==> src/lir_pkg.sv <==
// Shared constants, job type and widths for the linear interpolation resampler.
// Used by the interfaces, by every module of the block and by the checker.
`default_nettype none

package lir_pkg;

	localparam int FRAC_BITS = 16;
	localparam int SAMPLE_W  = 16;
	localparam int RATIO_W   = 17;

	// Phase and ratio inside the block: FRAC_BITS fraction bits and one integer bit.
	localparam int RW = FRAC_BITS + 1;
	localparam logic [RW-1:0] ONE  = RW'(1) << FRAC_BITS;
	localparam logic [RW-1:0] HALF = ONE >> 1;

	// The register holds 16 fraction bits; these bring it to FRAC_BITS.
	localparam int RATIO_FRAC = 16;
	localparam int SHL = (FRAC_BITS >= RATIO_FRAC) ? FRAC_BITS - RATIO_FRAC : 0;
	localparam int SHR = (FRAC_BITS >= RATIO_FRAC) ? 0 : RATIO_FRAC - FRAC_BITS;

	localparam logic [RATIO_W-1:0] RATIO_RESET = RATIO_W'(1) << RATIO_FRAC;

	// Interpolation datapath: (x - prev) * f, then prev * ONE added on top.
	localparam int DIFF_W = SAMPLE_W + 1;
	localparam int PROD_W = DIFF_W + RW + 1;
	localparam int ACC_W  = PROD_W + 1;

	localparam int QUEUE_DEPTH = 4;
	localparam int QPTR_W      = $clog2(QUEUE_DEPTH);

	localparam logic CMD_SAMPLE  = 1'b0;
	localparam logic CMD_RESTART = 1'b1;

	// One accepted sample as the back end sees it: both end points and
	// the one or two phase positions at which it must interpolate.
	typedef struct packed {
		logic signed [SAMPLE_W-1:0] prev;
		logic signed [SAMPLE_W-1:0] x;
		logic [RW-1:0]              f0;
		logic [RW-1:0]              f1;
		logic                       two;
	} lir_job_t;

endpackage

`default_nettype wire

==> src/lir_if.sv <==
// Valid/ready channel interfaces for the resampler's input and result streams.
// Depends on lir_pkg for the sample width.
`default_nettype none

interface lir_in_if;
	logic                                valid;
	logic                                ready;
	logic                                cmd;
	logic signed [lir_pkg::SAMPLE_W-1:0] in_sample;

	modport source (output valid, output cmd, output in_sample, input ready);
	modport sink   (input valid, input cmd, input in_sample, output ready);
endinterface

interface lir_out_if;
	logic                                valid;
	logic                                ready;
	logic signed [lir_pkg::SAMPLE_W-1:0] out_sample;
	logic                                last_of_run;

	modport source (output valid, output out_sample, output last_of_run, input ready);
	modport sink   (input valid, input out_sample, input last_of_run, output ready);
endinterface

`default_nettype wire

==> src/lir_front.sv <==
// Front end: holds the ratio register, the previous sample and the phase,
// accepts input items and turns each sample into a job for the queue. Uses lir_pkg.
`default_nettype none

module lir_front (
	input  wire logic                         clk,
	input  wire logic                         arst_n,
	input  wire logic                         cfg_we,
	input  wire logic [lir_pkg::RATIO_W-1:0]  cfg_wdata,
	lir_in_if.sink                            feed,
	input  wire logic                         q_full,
	output logic                              q_push,
	output lir_pkg::lir_job_t                 q_job
);

	logic [lir_pkg::RATIO_W-1:0]         step_ratio_q;
	logic signed [lir_pkg::SAMPLE_W-1:0] prev_q;
	logic [lir_pkg::FRAC_BITS-1:0]       phase_q;

	logic [lir_pkg::RATIO_W+lir_pkg::SHL-1:0] r_wide;
	logic [lir_pkg::RW-1:0]                   r_sat;
	logic                                     bypass;
	logic [lir_pkg::RW-1:0]                   p1;
	logic [lir_pkg::RW-1:0]                   p2;
	logic                                     accept;
	logic [lir_pkg::FRAC_BITS-1:0]            phase_nxt;

	assign feed.ready = !q_full;
	assign accept     = feed.valid && feed.ready;

	always_comb begin
		r_wide = ((lir_pkg::RATIO_W + lir_pkg::SHL)'(step_ratio_q) << lir_pkg::SHL)
			>> lir_pkg::SHR;
		r_sat  = r_wide[lir_pkg::RW-1:0];
		if (r_sat < lir_pkg::HALF) begin
			r_sat = lir_pkg::HALF;
		end
		bypass = (r_sat >= lir_pkg::ONE);
		p1     = {1'b0, phase_q} + r_sat;
		p2     = p1 + r_sat;
	end

	// A second output is due when the advanced phase still lies inside the interval.
	always_comb begin
		q_job.prev = prev_q;
		q_job.x    = feed.in_sample;
		q_job.f1   = p1;
		if (bypass) begin
			q_job.f0  = lir_pkg::ONE;
			q_job.two = 1'b0;
			phase_nxt = phase_q;
		end else begin
			q_job.f0  = {1'b0, phase_q};
			q_job.two = !p1[lir_pkg::FRAC_BITS];
			phase_nxt = p1[lir_pkg::FRAC_BITS] ? p1[lir_pkg::FRAC_BITS-1:0]
				: p2[lir_pkg::FRAC_BITS-1:0];
		end
	end

	assign q_push = accept && (feed.cmd == lir_pkg::CMD_SAMPLE);

	always_ff @(posedge clk or negedge arst_n) begin
		if (!arst_n) begin
			step_ratio_q <= lir_pkg::RATIO_RESET;
			prev_q       <= '0;
			phase_q      <= '0;
		end else begin
			if (cfg_we) begin
				step_ratio_q <= cfg_wdata;
			end
			if (accept) begin
				if (feed.cmd == lir_pkg::CMD_RESTART) begin
					prev_q  <= '0;
					phase_q <= '0;
				end else begin
					prev_q  <= feed.in_sample;
					phase_q <= phase_nxt;
				end
			end
		end
	end

endmodule

`default_nettype wire

==> src/lir_queue.sv <==
// Short job queue that decouples the front end from the interpolation back end.
// Uses lir_pkg for the job type and depth.
`default_nettype none

module lir_queue (
	input  wire logic              clk,
	input  wire logic              arst_n,
	input  wire logic              push,
	input  wire lir_pkg::lir_job_t push_job,
	input  wire logic              pop,
	output lir_pkg::lir_job_t      head_job,
	output logic                   full,
	output logic                   empty
);

	lir_pkg::lir_job_t mem [lir_pkg::QUEUE_DEPTH];

	logic [lir_pkg::QPTR_W-1:0] wr_ptr_q;
	logic [lir_pkg::QPTR_W-1:0] rd_ptr_q;
	logic [lir_pkg::QPTR_W:0]   count_q;

	assign full     = (count_q == (lir_pkg::QPTR_W + 1)'(lir_pkg::QUEUE_DEPTH));
	assign empty    = (count_q == '0);
	assign head_job = mem[rd_ptr_q];

	always_ff @(posedge clk) begin
		if (push) begin
			mem[wr_ptr_q] <= push_job;
		end
	end

	always_ff @(posedge clk or negedge arst_n) begin
		if (!arst_n) begin
			wr_ptr_q <= '0;
			rd_ptr_q <= '0;
			count_q  <= '0;
		end else begin
			if (push) begin
				wr_ptr_q <= wr_ptr_q + 1'b1;
			end
			if (pop) begin
				rd_ptr_q <= rd_ptr_q + 1'b1;
			end
			case ({push, pop})
				2'b10:   count_q <= count_q + 1'b1;
				2'b01:   count_q <= count_q - 1'b1;
				default: count_q <= count_q;
			endcase
		end
	end

endmodule

`default_nettype wire

==> src/lir_back.sv <==
// Back end: walks each queued job through its one or two phase positions and
// interpolates in a two-stage multiply/add pipeline ending in the result register.
// Uses lir_pkg and lir_out_if.
`default_nettype none

module lir_back (
	input  wire logic              clk,
	input  wire logic              arst_n,
	input  wire lir_pkg::lir_job_t head_job,
	input  wire logic              q_empty,
	output logic                   q_pop,
	lir_out_if.source              result
);

	logic                                 second_q;
	logic                                 en;
	logic                                 issue;
	logic                                 is_last;
	logic [lir_pkg::RW-1:0]               f_sel;
	logic signed [lir_pkg::DIFF_W-1:0]    diff;

	logic                                 v_s1;
	logic signed [lir_pkg::PROD_W-1:0]    prod_s1;
	logic signed [lir_pkg::SAMPLE_W-1:0]  prev_s1;
	logic                                 last_s1;

	logic signed [lir_pkg::ACC_W-1:0]     acc;
	logic signed [lir_pkg::ACC_W-1:0]     acc_adj;
	logic signed [lir_pkg::ACC_W-1:0]     quot;

	logic                                 v_s2;
	logic signed [lir_pkg::SAMPLE_W-1:0]  sample_s2;
	logic                                 last_s2;

	// The whole pipeline moves whenever the result register is free or being taken.
	assign en      = !v_s2 || result.ready;
	assign issue   = en && !q_empty;
	assign is_last = second_q || !head_job.two;
	assign q_pop   = issue && is_last;
	assign f_sel   = second_q ? head_job.f1 : head_job.f0;

	always_comb begin
		diff = $signed({head_job.x[lir_pkg::SAMPLE_W-1], head_job.x})
			- $signed({head_job.prev[lir_pkg::SAMPLE_W-1], head_job.prev});
	end

	// Division by ONE truncates toward zero, so negative sums are biased first.
	always_comb begin
		acc     = (lir_pkg::ACC_W'(prev_s1) <<< lir_pkg::FRAC_BITS)
			+ lir_pkg::ACC_W'(prod_s1);
		acc_adj = acc;
		if (acc[lir_pkg::ACC_W-1]) begin
			acc_adj = acc + $signed(lir_pkg::ACC_W'(lir_pkg::ONE - 1'b1));
		end
		quot    = acc_adj >>> lir_pkg::FRAC_BITS;
	end

	always_ff @(posedge clk or negedge arst_n) begin
		if (!arst_n) begin
			second_q <= 1'b0;
			v_s1     <= 1'b0;
			v_s2     <= 1'b0;
		end else begin
			if (issue) begin
				second_q <= !is_last;
			end
			if (en) begin
				v_s1 <= issue;
				v_s2 <= v_s1;
			end
		end
	end

	always_ff @(posedge clk) begin
		if (issue) begin
			prod_s1 <= lir_pkg::PROD_W'(diff)
				* lir_pkg::PROD_W'($signed({1'b0, f_sel}));
			prev_s1 <= head_job.prev;
			last_s1 <= is_last;
		end
		if (en && v_s1) begin
			sample_s2 <= quot[lir_pkg::SAMPLE_W-1:0];
			last_s2   <= last_s1;
		end
	end

	assign result.valid       = v_s2;
	assign result.out_sample  = sample_s2;
	assign result.last_of_run = last_s2;

endmodule

`default_nettype wire

==> src/linear_interp_resampler_core.sv <==
// Linear interpolation upsampler: front end, job queue and interpolation back end.
// Path: an accepted sample enters the job queue, then the product and result registers.
// Throughput: one result per cycle while the result register is free or being taken, so
// a two-result sample holds the back end for both; a four-job queue buffers stalls.
// Reset: ratio returns to 1.0 (bypass), previous sample and phase clear, pipeline empties.
// Depends on lir_pkg, lir_if, lir_front, lir_queue and lir_back.
`default_nettype none

module linear_interp_resampler_core (
	input  wire logic                        clk,
	input  wire logic                        arst_n,
	input  wire logic                        cfg_we,
	input  wire logic [lir_pkg::RATIO_W-1:0] cfg_wdata,
	lir_in_if.sink                           feed,
	lir_out_if.source                        result
);

	logic              q_push;
	logic              q_pop;
	logic              q_full;
	logic              q_empty;
	lir_pkg::lir_job_t push_job;
	lir_pkg::lir_job_t head_job;

	lir_front u_front (
		.clk       (clk),
		.arst_n    (arst_n),
		.cfg_we    (cfg_we),
		.cfg_wdata (cfg_wdata),
		.feed      (feed),
		.q_full    (q_full),
		.q_push    (q_push),
		.q_job     (push_job)
	);

	lir_queue u_queue (
		.clk      (clk),
		.arst_n   (arst_n),
		.push     (q_push),
		.push_job (push_job),
		.pop      (q_pop),
		.head_job (head_job),
		.full     (q_full),
		.empty    (q_empty)
	);

	lir_back u_back (
		.clk      (clk),
		.arst_n   (arst_n),
		.head_job (head_job),
		.q_empty  (q_empty),
		.q_pop    (q_pop),
		.result   (result)
	);

endmodule

`default_nettype wire

==> src/flat_wrapper.sv <==
// flat-port wrapper written by rule: the top's interface ports become plain ports
module linear_interp_resampler_core_flat 
  (clk, arst_n, cfg_we, cfg_wdata, feed_valid, feed_cmd, feed_in_sample, feed_ready, result_valid, result_out_sample, result_last_of_run, result_ready);
  lir_in_if feed_i ();
  lir_out_if result_i ();
  input  wire logic clk;
  input  wire logic arst_n;
  input  wire logic cfg_we;
  input  wire logic [lir_pkg::RATIO_W-1:0] cfg_wdata;
  input wire logic [$bits(feed_i.valid)-1:0] feed_valid;
  input wire logic [$bits(feed_i.cmd)-1:0] feed_cmd;
  input wire logic [$bits(feed_i.in_sample)-1:0] feed_in_sample;
  output wire logic [$bits(feed_i.ready)-1:0] feed_ready;
  output wire logic [$bits(result_i.valid)-1:0] result_valid;
  output wire logic [$bits(result_i.out_sample)-1:0] result_out_sample;
  output wire logic [$bits(result_i.last_of_run)-1:0] result_last_of_run;
  input wire logic [$bits(result_i.ready)-1:0] result_ready;
  assign feed_i.valid = feed_valid;
  assign feed_i.cmd = feed_cmd;
  assign feed_i.in_sample = feed_in_sample;
  assign feed_ready = feed_i.ready;
  assign result_valid = result_i.valid;
  assign result_out_sample = result_i.out_sample;
  assign result_last_of_run = result_i.last_of_run;
  assign result_i.ready = result_ready;
  linear_interp_resampler_core u_core (.clk(clk), .arst_n(arst_n), .cfg_we(cfg_we), .cfg_wdata(cfg_wdata), .feed(feed_i), .result(result_i));
endmodule
==> config.mk <==
export PLATFORM = sky130hd
export DESIGN_NAME = linear_interp_resampler_core_flat
export DESIGN_NICKNAME = d
export VERILOG_FILES = /design/src/lir_pkg.sv /design/src/lir_if.sv /design/src/lir_front.sv /design/src/lir_queue.sv /design/src/lir_back.sv /design/src/linear_interp_resampler_core.sv /design/src/flat_wrapper.sv
export SDC_FILE = /design/constraint.sdc
export NUM_CORES = 1
export LEC_CHECK = 0
export ABC_AREA = 1
export BUFFER_PORTS_ARGS = -buffer_cell sky130_fd_sc_hd__buf_2
export CORE_AREA = 3 3 350 283
export DETAILED_ROUTE_END_ITERATION = 10
export DIE_AREA = 0 0 353 286
export GPL_ROUTABILITY_DRIVEN = 0
export PLACE_DENSITY = 0.45
export SYNTH_ARGS = -nofsm -noshare
export SYNTH_HDL_FRONTEND = slang
export SYNTH_SLANG_ARGS = --single-unit
export TNS_END_PERCENT = 30
==> constraint.sdc <==
create_clock -name clk -period 8.9 [get_ports clk]
set_input_delay 2.225 -clock clk [delete_from_list [all_inputs] [get_ports clk]]
set_output_delay 2.225 -clock clk [all_outputs]
set_load 0.02 [all_outputs]
# Word-level counts from Yosys, hierarchy flattened
# Memories as Yosys holds them, arrays and structs flattened.
# Index checks and enable logic that the tools add are counted.
op_classes:
  n_addsub: 9
  mul: 1
  magnitude_cmp: 2
  n_eq_ne: 4
  muxes: 12
  n_bitwise: 1
  n_reduce_logical: 16
op_table:
  columns: ["cell", "count"]
  rows:
  - ["$mux 16", 4]
  - ["$mux 17", 3]
  - ["$add 32x35->36", 1]
  - ["$mul 17x18->35", 1]
  - ["$add 32x17->32 const B", 1]
  - ["$mux 32", 1]
  - ["$add 16x17->17", 1]
  - ["$ge 17x17->1 const B", 1]
  - ["$lt 17x16->1 const B", 1]
  - ["$sub 16x16->17", 1]
  - ["$add 16x16->16", 1]
  - ["$logic_not 1->1", 6]
  - ["$pmux 3 s2", 1]
  - ["$logic_and 1x1->1", 5]
  - ["$add 2x1->2 const B", 2]
  - ["$add 3x1->3 const B", 1]
  - ["$eq 3x3->1 const B", 1]
  - ["$logic_not 3->1", 1]
  - ["$mux 1", 3]
  - ["$sub 3x1->3 const B", 1]
  - ["$eq 2x1->1 const B", 1]
  - ["$eq 2x2->1 const B", 1]
  - ["$logic_or 1x1->1", 2]
  - ["$ne 2x2->1 const B", 1]
  - ["3 further kinds", 3]
word_totals:
  regBits: 128
  ram_bits: 268
  out_inout_bits: 19
  elab_cells: 60
  memories: 1
mem_list:
  columns: ["name", "depth", "word_bits", "rd", "rd_ports_with_merged_regs", "wr", "line_no", "source"]
  rows:
  - ["u_core.u_queue.mem", 4, 67, 1, 0, 1, "lir_queue.sv:16", "lir_pkg::lir_job_t mem [lir_pkg::QUEUE_DEPTH];"]

# Depth between registers and ports, before layout
depth:
  ltp_word: 7
  mapped_depth: 44
  ltp_nobuf: 38

# Modules after synthesis
# A second synthesis with hierarchy kept.
hier_totals:
  hier_cells: 3254
  hier_area_um2: 30450.5
modules_own_cells:
  columns: ["module", "instances", "cells_each", "area_per_inst_um2", "seq_area_each_um2"]
  rows:
  - ["lir_back", 1, 1850, 14754.2, 2147.1]
  - ["lir_queue", 1, 831, 11626.2, 8222.9]
  - ["lir_front", 1, 573, 4070.2, 1227.4]

# Least setup slack after synthesis
# Ideal clock, no wire load.
synth_timing:
  kind: "register to register"
  from: "register u_core.u_queue.rd_ptr_q[0] (netlist bit)"
  to: "register u_core.u_back.prod_s1[33] (netlist bit) (data pin)"
  setup_ns: 0.262
  arrival_ns: 7.537
  required_ns: 8.638
  setup_slack_ns: 1.101
  path_stages_with_launch: 40
  n_path_buf: 5
  period_less_slack_ns: 7.799
  path_cell_list: "dfrtp_1 > buf_4 > inv_4 > buf_6 > buf_4 > buf_4 > clkbuf_1 > nor2_1 > o22ai_1 > ha_1 > inv_1 > fa_1 > nand3_1 > nand2_1 > nand2_1 > nand3_2 > a21oi_2 > o21bai_1 > [4 not listed] > inv_1 > fa_1 > fa_1 > inv_1 > fa_1 > fa_1 > inv_1 > fa_1 > inv_1 > ha_1 > nand2_1 > nor2_1 > inv_1 > nor2_1 > nand3_1 > nand3_1 > a21oi_1 > xor2_1"
synth_rtl:
  columns: ["item", "line_no", "source"]
  rows:
  - ["start: declaration", "lir_queue.sv:19", "logic [lir_pkg::QPTR_W-1:0] rd_ptr_q;"]
  - ["start signal: assignment", "lir_queue.sv:42", "rd_ptr_q <= rd_ptr_q + 1'b1;"]
  - ["end signal: assignment", "lir_back.sv:76", "prod_s1 <= lir_pkg::PROD_W'(diff)"]
  - ["end: declaration", "lir_back.sv:23", "logic signed [lir_pkg::PROD_W-1:0] prod_s1;"]

==> run metrics <==
status finished, final reports clean; Routed Antenna Nets 0; syn_nets 3481; most used flip-flop cell after synthesis edfxtp_1; vias per inst 4.56; Max-Cap Viols 0; crit-path leading delay family adder cells; Final Non-Filler Cells 4473; Setup Skew 34.7 ps; crit path capture type flip-flop; Top-Level Pins 58; die height 286 µm; drt wl/cell 17.7 µm; setup TNS 0 ps; CP Class flip-flop to flip-flop; CTS tree done; WHS Path Cells 0; grt met3 use 0.0367; number of synthesized flops with an enable pin 337; Max clock buf depth 3; First-pass DRT Iterations 5; DR vias 20400; fin crit share 0.923; FF-to-FF setup slack 680 ps; placed cell count 4393; Final #Nets 3605; Mapped Area 0.0287 mm²; critical hold path startpoint u_core.u_back.last_s1$_DFFE_PP_; Initial Util 0.299; Worst Tran Pin Value 1090 ps; cell taking the most area after synthesis edfxtp_1; maximum clock rate 122 MHz; FF-to-FF Start u_core.u_queue.rd_ptr_q[0]$_DFFE_PN0P_; class of the worst hold path flip-flop to flip-flop; Detailed Place HPWL 61500 µm; critical path's largest stage delay 650 ps; CP max FO 66; WL final 79300 µm; CTS Buf Count 44; Crit path depth 38; yosys warns 0; Crit. Startpoint u_core.u_queue.rd_ptr_q[0]$_DFFE_PN0P_; top post-synthesis cells by area edfxtp_1 35%, fa_1 16%, ha_1 8.6%; Final Max Slew Viols 0; GRT met2 Usage 0.225; Die X 353 µm; Yosys reg bits 396; Req. time, crit path 9230 ps; setup violators final 0; min setup slack post-route 683 ps; first-pass GRT wire length 125000 µm; number of DRC markers in iteration 0 1389; Distinct cells, synth 53; RSZ-0062 raised after global routing false; final core utilization 0.338; core area 0.0961 mm²; GR peak layer met1; most common cell after layout, fill and taps aside nand2_1; clock sinks 396; Rows 102; WP data arrival 8540 ps; CP most frequent cell inv_1; Area Overhead vs Synth 13.2%; met1 Use GR 0.248; worst-skew pair later-pin latency 600 ps; Resized cells post-CTS 0; share of cells above drive strength 1 0.0955; asr flop ratio synth 0.149; post-synth top area share 0.353; Cells after Synth 3015; post-synthesis sequential area ratio 0.404; CP Launch Type flip-flop; root buffer cell clkbuf_16; Crit path buffers/inverters 11; Syn Area/Cell 9.51 µm²; Ant. Diodes 0; relative slew slack 0.271; minimum clock period 8220 ps; CTS clk-pin slew, worst paths 60 ps; initial antenna violation count 1; hold-fix buffer count after cts 0; IO Port Bufs 57; commonest cells after routing, fill and taps aside 620 x nand2_1, 498 x inv_1, 337 x edfxtp_1; Worst Reg-to-Reg Cells 38; largest net degree at the start of global routing 72; gr ovfl total 0; slowest stage cell on the critical path dfrtp_4; post-CTS setup buffers 0; DRC viols 0; number of global-route vias before repair 20700; All-Layer GR Usage 0.159; pre-CTS WS 633 ps; # H-tree levels 2; Die Footprint 0.101 mm²; Final Hold Viols 0
layout make-up:
type,instances,area (µm²)
multi-input combinational,2017,14800
tap,1300,1630
clock inverter,25,305
inverter,521,1960
timing repair buffer,159,1080
fill,9966,63600
sequential,396,11600
clock buffer,55,1150
per-layer routing:
layer / wire (µm) / share of wire / vias to the layer above
met5: 0 / 0 / -
met4: 1210 / 0.015 / 0
met3: 5560 / 0.070 / 70
met2: 31200 / 0.39 / 474
met1: 41300 / 0.52 / 9797
li1: - / - / 10000
stage by stage:
step                      hold slack [ps]  instance area [µm²]
after global placement                411                31000
final                                 425                32500
after detailed placement              419                31000
after global routing                  464                32500
after CTS                             433                32500
after floorplan                       400                28700
kinds of logic (layout without fill, tap and decap cells):
family	after synthesis	after routing	synth area share
multiplexers	1	1	0.000393
buffers and inverters	602	760	0.0829
AO/OA/AOI/OAI	392	392	0.0834
XOR/XNOR	65	65	0.0206
adder cells (fa/ha/maj)	427	427	0.246
AND/OR/NAND/NOR	1132	1132	0.162
flip-flops	396	396	0.404
Yosys cell counts, drive strengths merged (18+ instances only):
cell type / n
inv: 514
o22ai: 30
fa: 229
clkbuf: 28
buf: 53
nand2: 642
a21oi: 141
ha: 198
o21ai: 119
nand3: 120
dfrtp: 58
nor2: 310
xnor2: 18
or2: 19
xor2: 47
edfxtp: 337
a32o: 29
worst paths after layout:
path                                                                    to
worst min-delay path            u_core.u_back.result.last_of_run$_DFFE_PP_
worst max-delay path                   u_core.u_back.prod_s1[33]$_DFFE_PP_
max in group asynchronous            u_core.u_front.prev_q[10]$_DFFE_PN0P_
min in group asynchronous            u_core.u_front.r_wide[15]$_DFFE_PN0P_
worst min register to register  u_core.u_back.result.last_of_run$_DFFE_PP_
worst max register to register         u_core.u_back.prod_s1[33]$_DFFE_PP_
flip-flops by register name (all words and copies together), names as in the netlist:
name                              count
u_core.u_front.phase_q               16
u_core.u_back.second_q                1
u_core.u_queue.count_q                3
u_core.u_back.prev_s1                16
u_core.u_back.result.valid            1
u_core.u_back.v_s1                    1
u_core.u_back.last_s1                 1
u_core.u_back.result.out_sample      16
u_core.u_back.result.last_of_run      1
u_core.u_back.prod_s1                35
u_core.u_queue.rd_ptr_q               2
u_core.u_front.r_wide                17
u_core.u_queue.mem                  268
u_core.u_front.prev_q                16
u_core.u_queue.wr_ptr_q               2
Power is not shown: default switching activity piles up to over one toggle a cycle in this logic, so the estimate is an artifact.
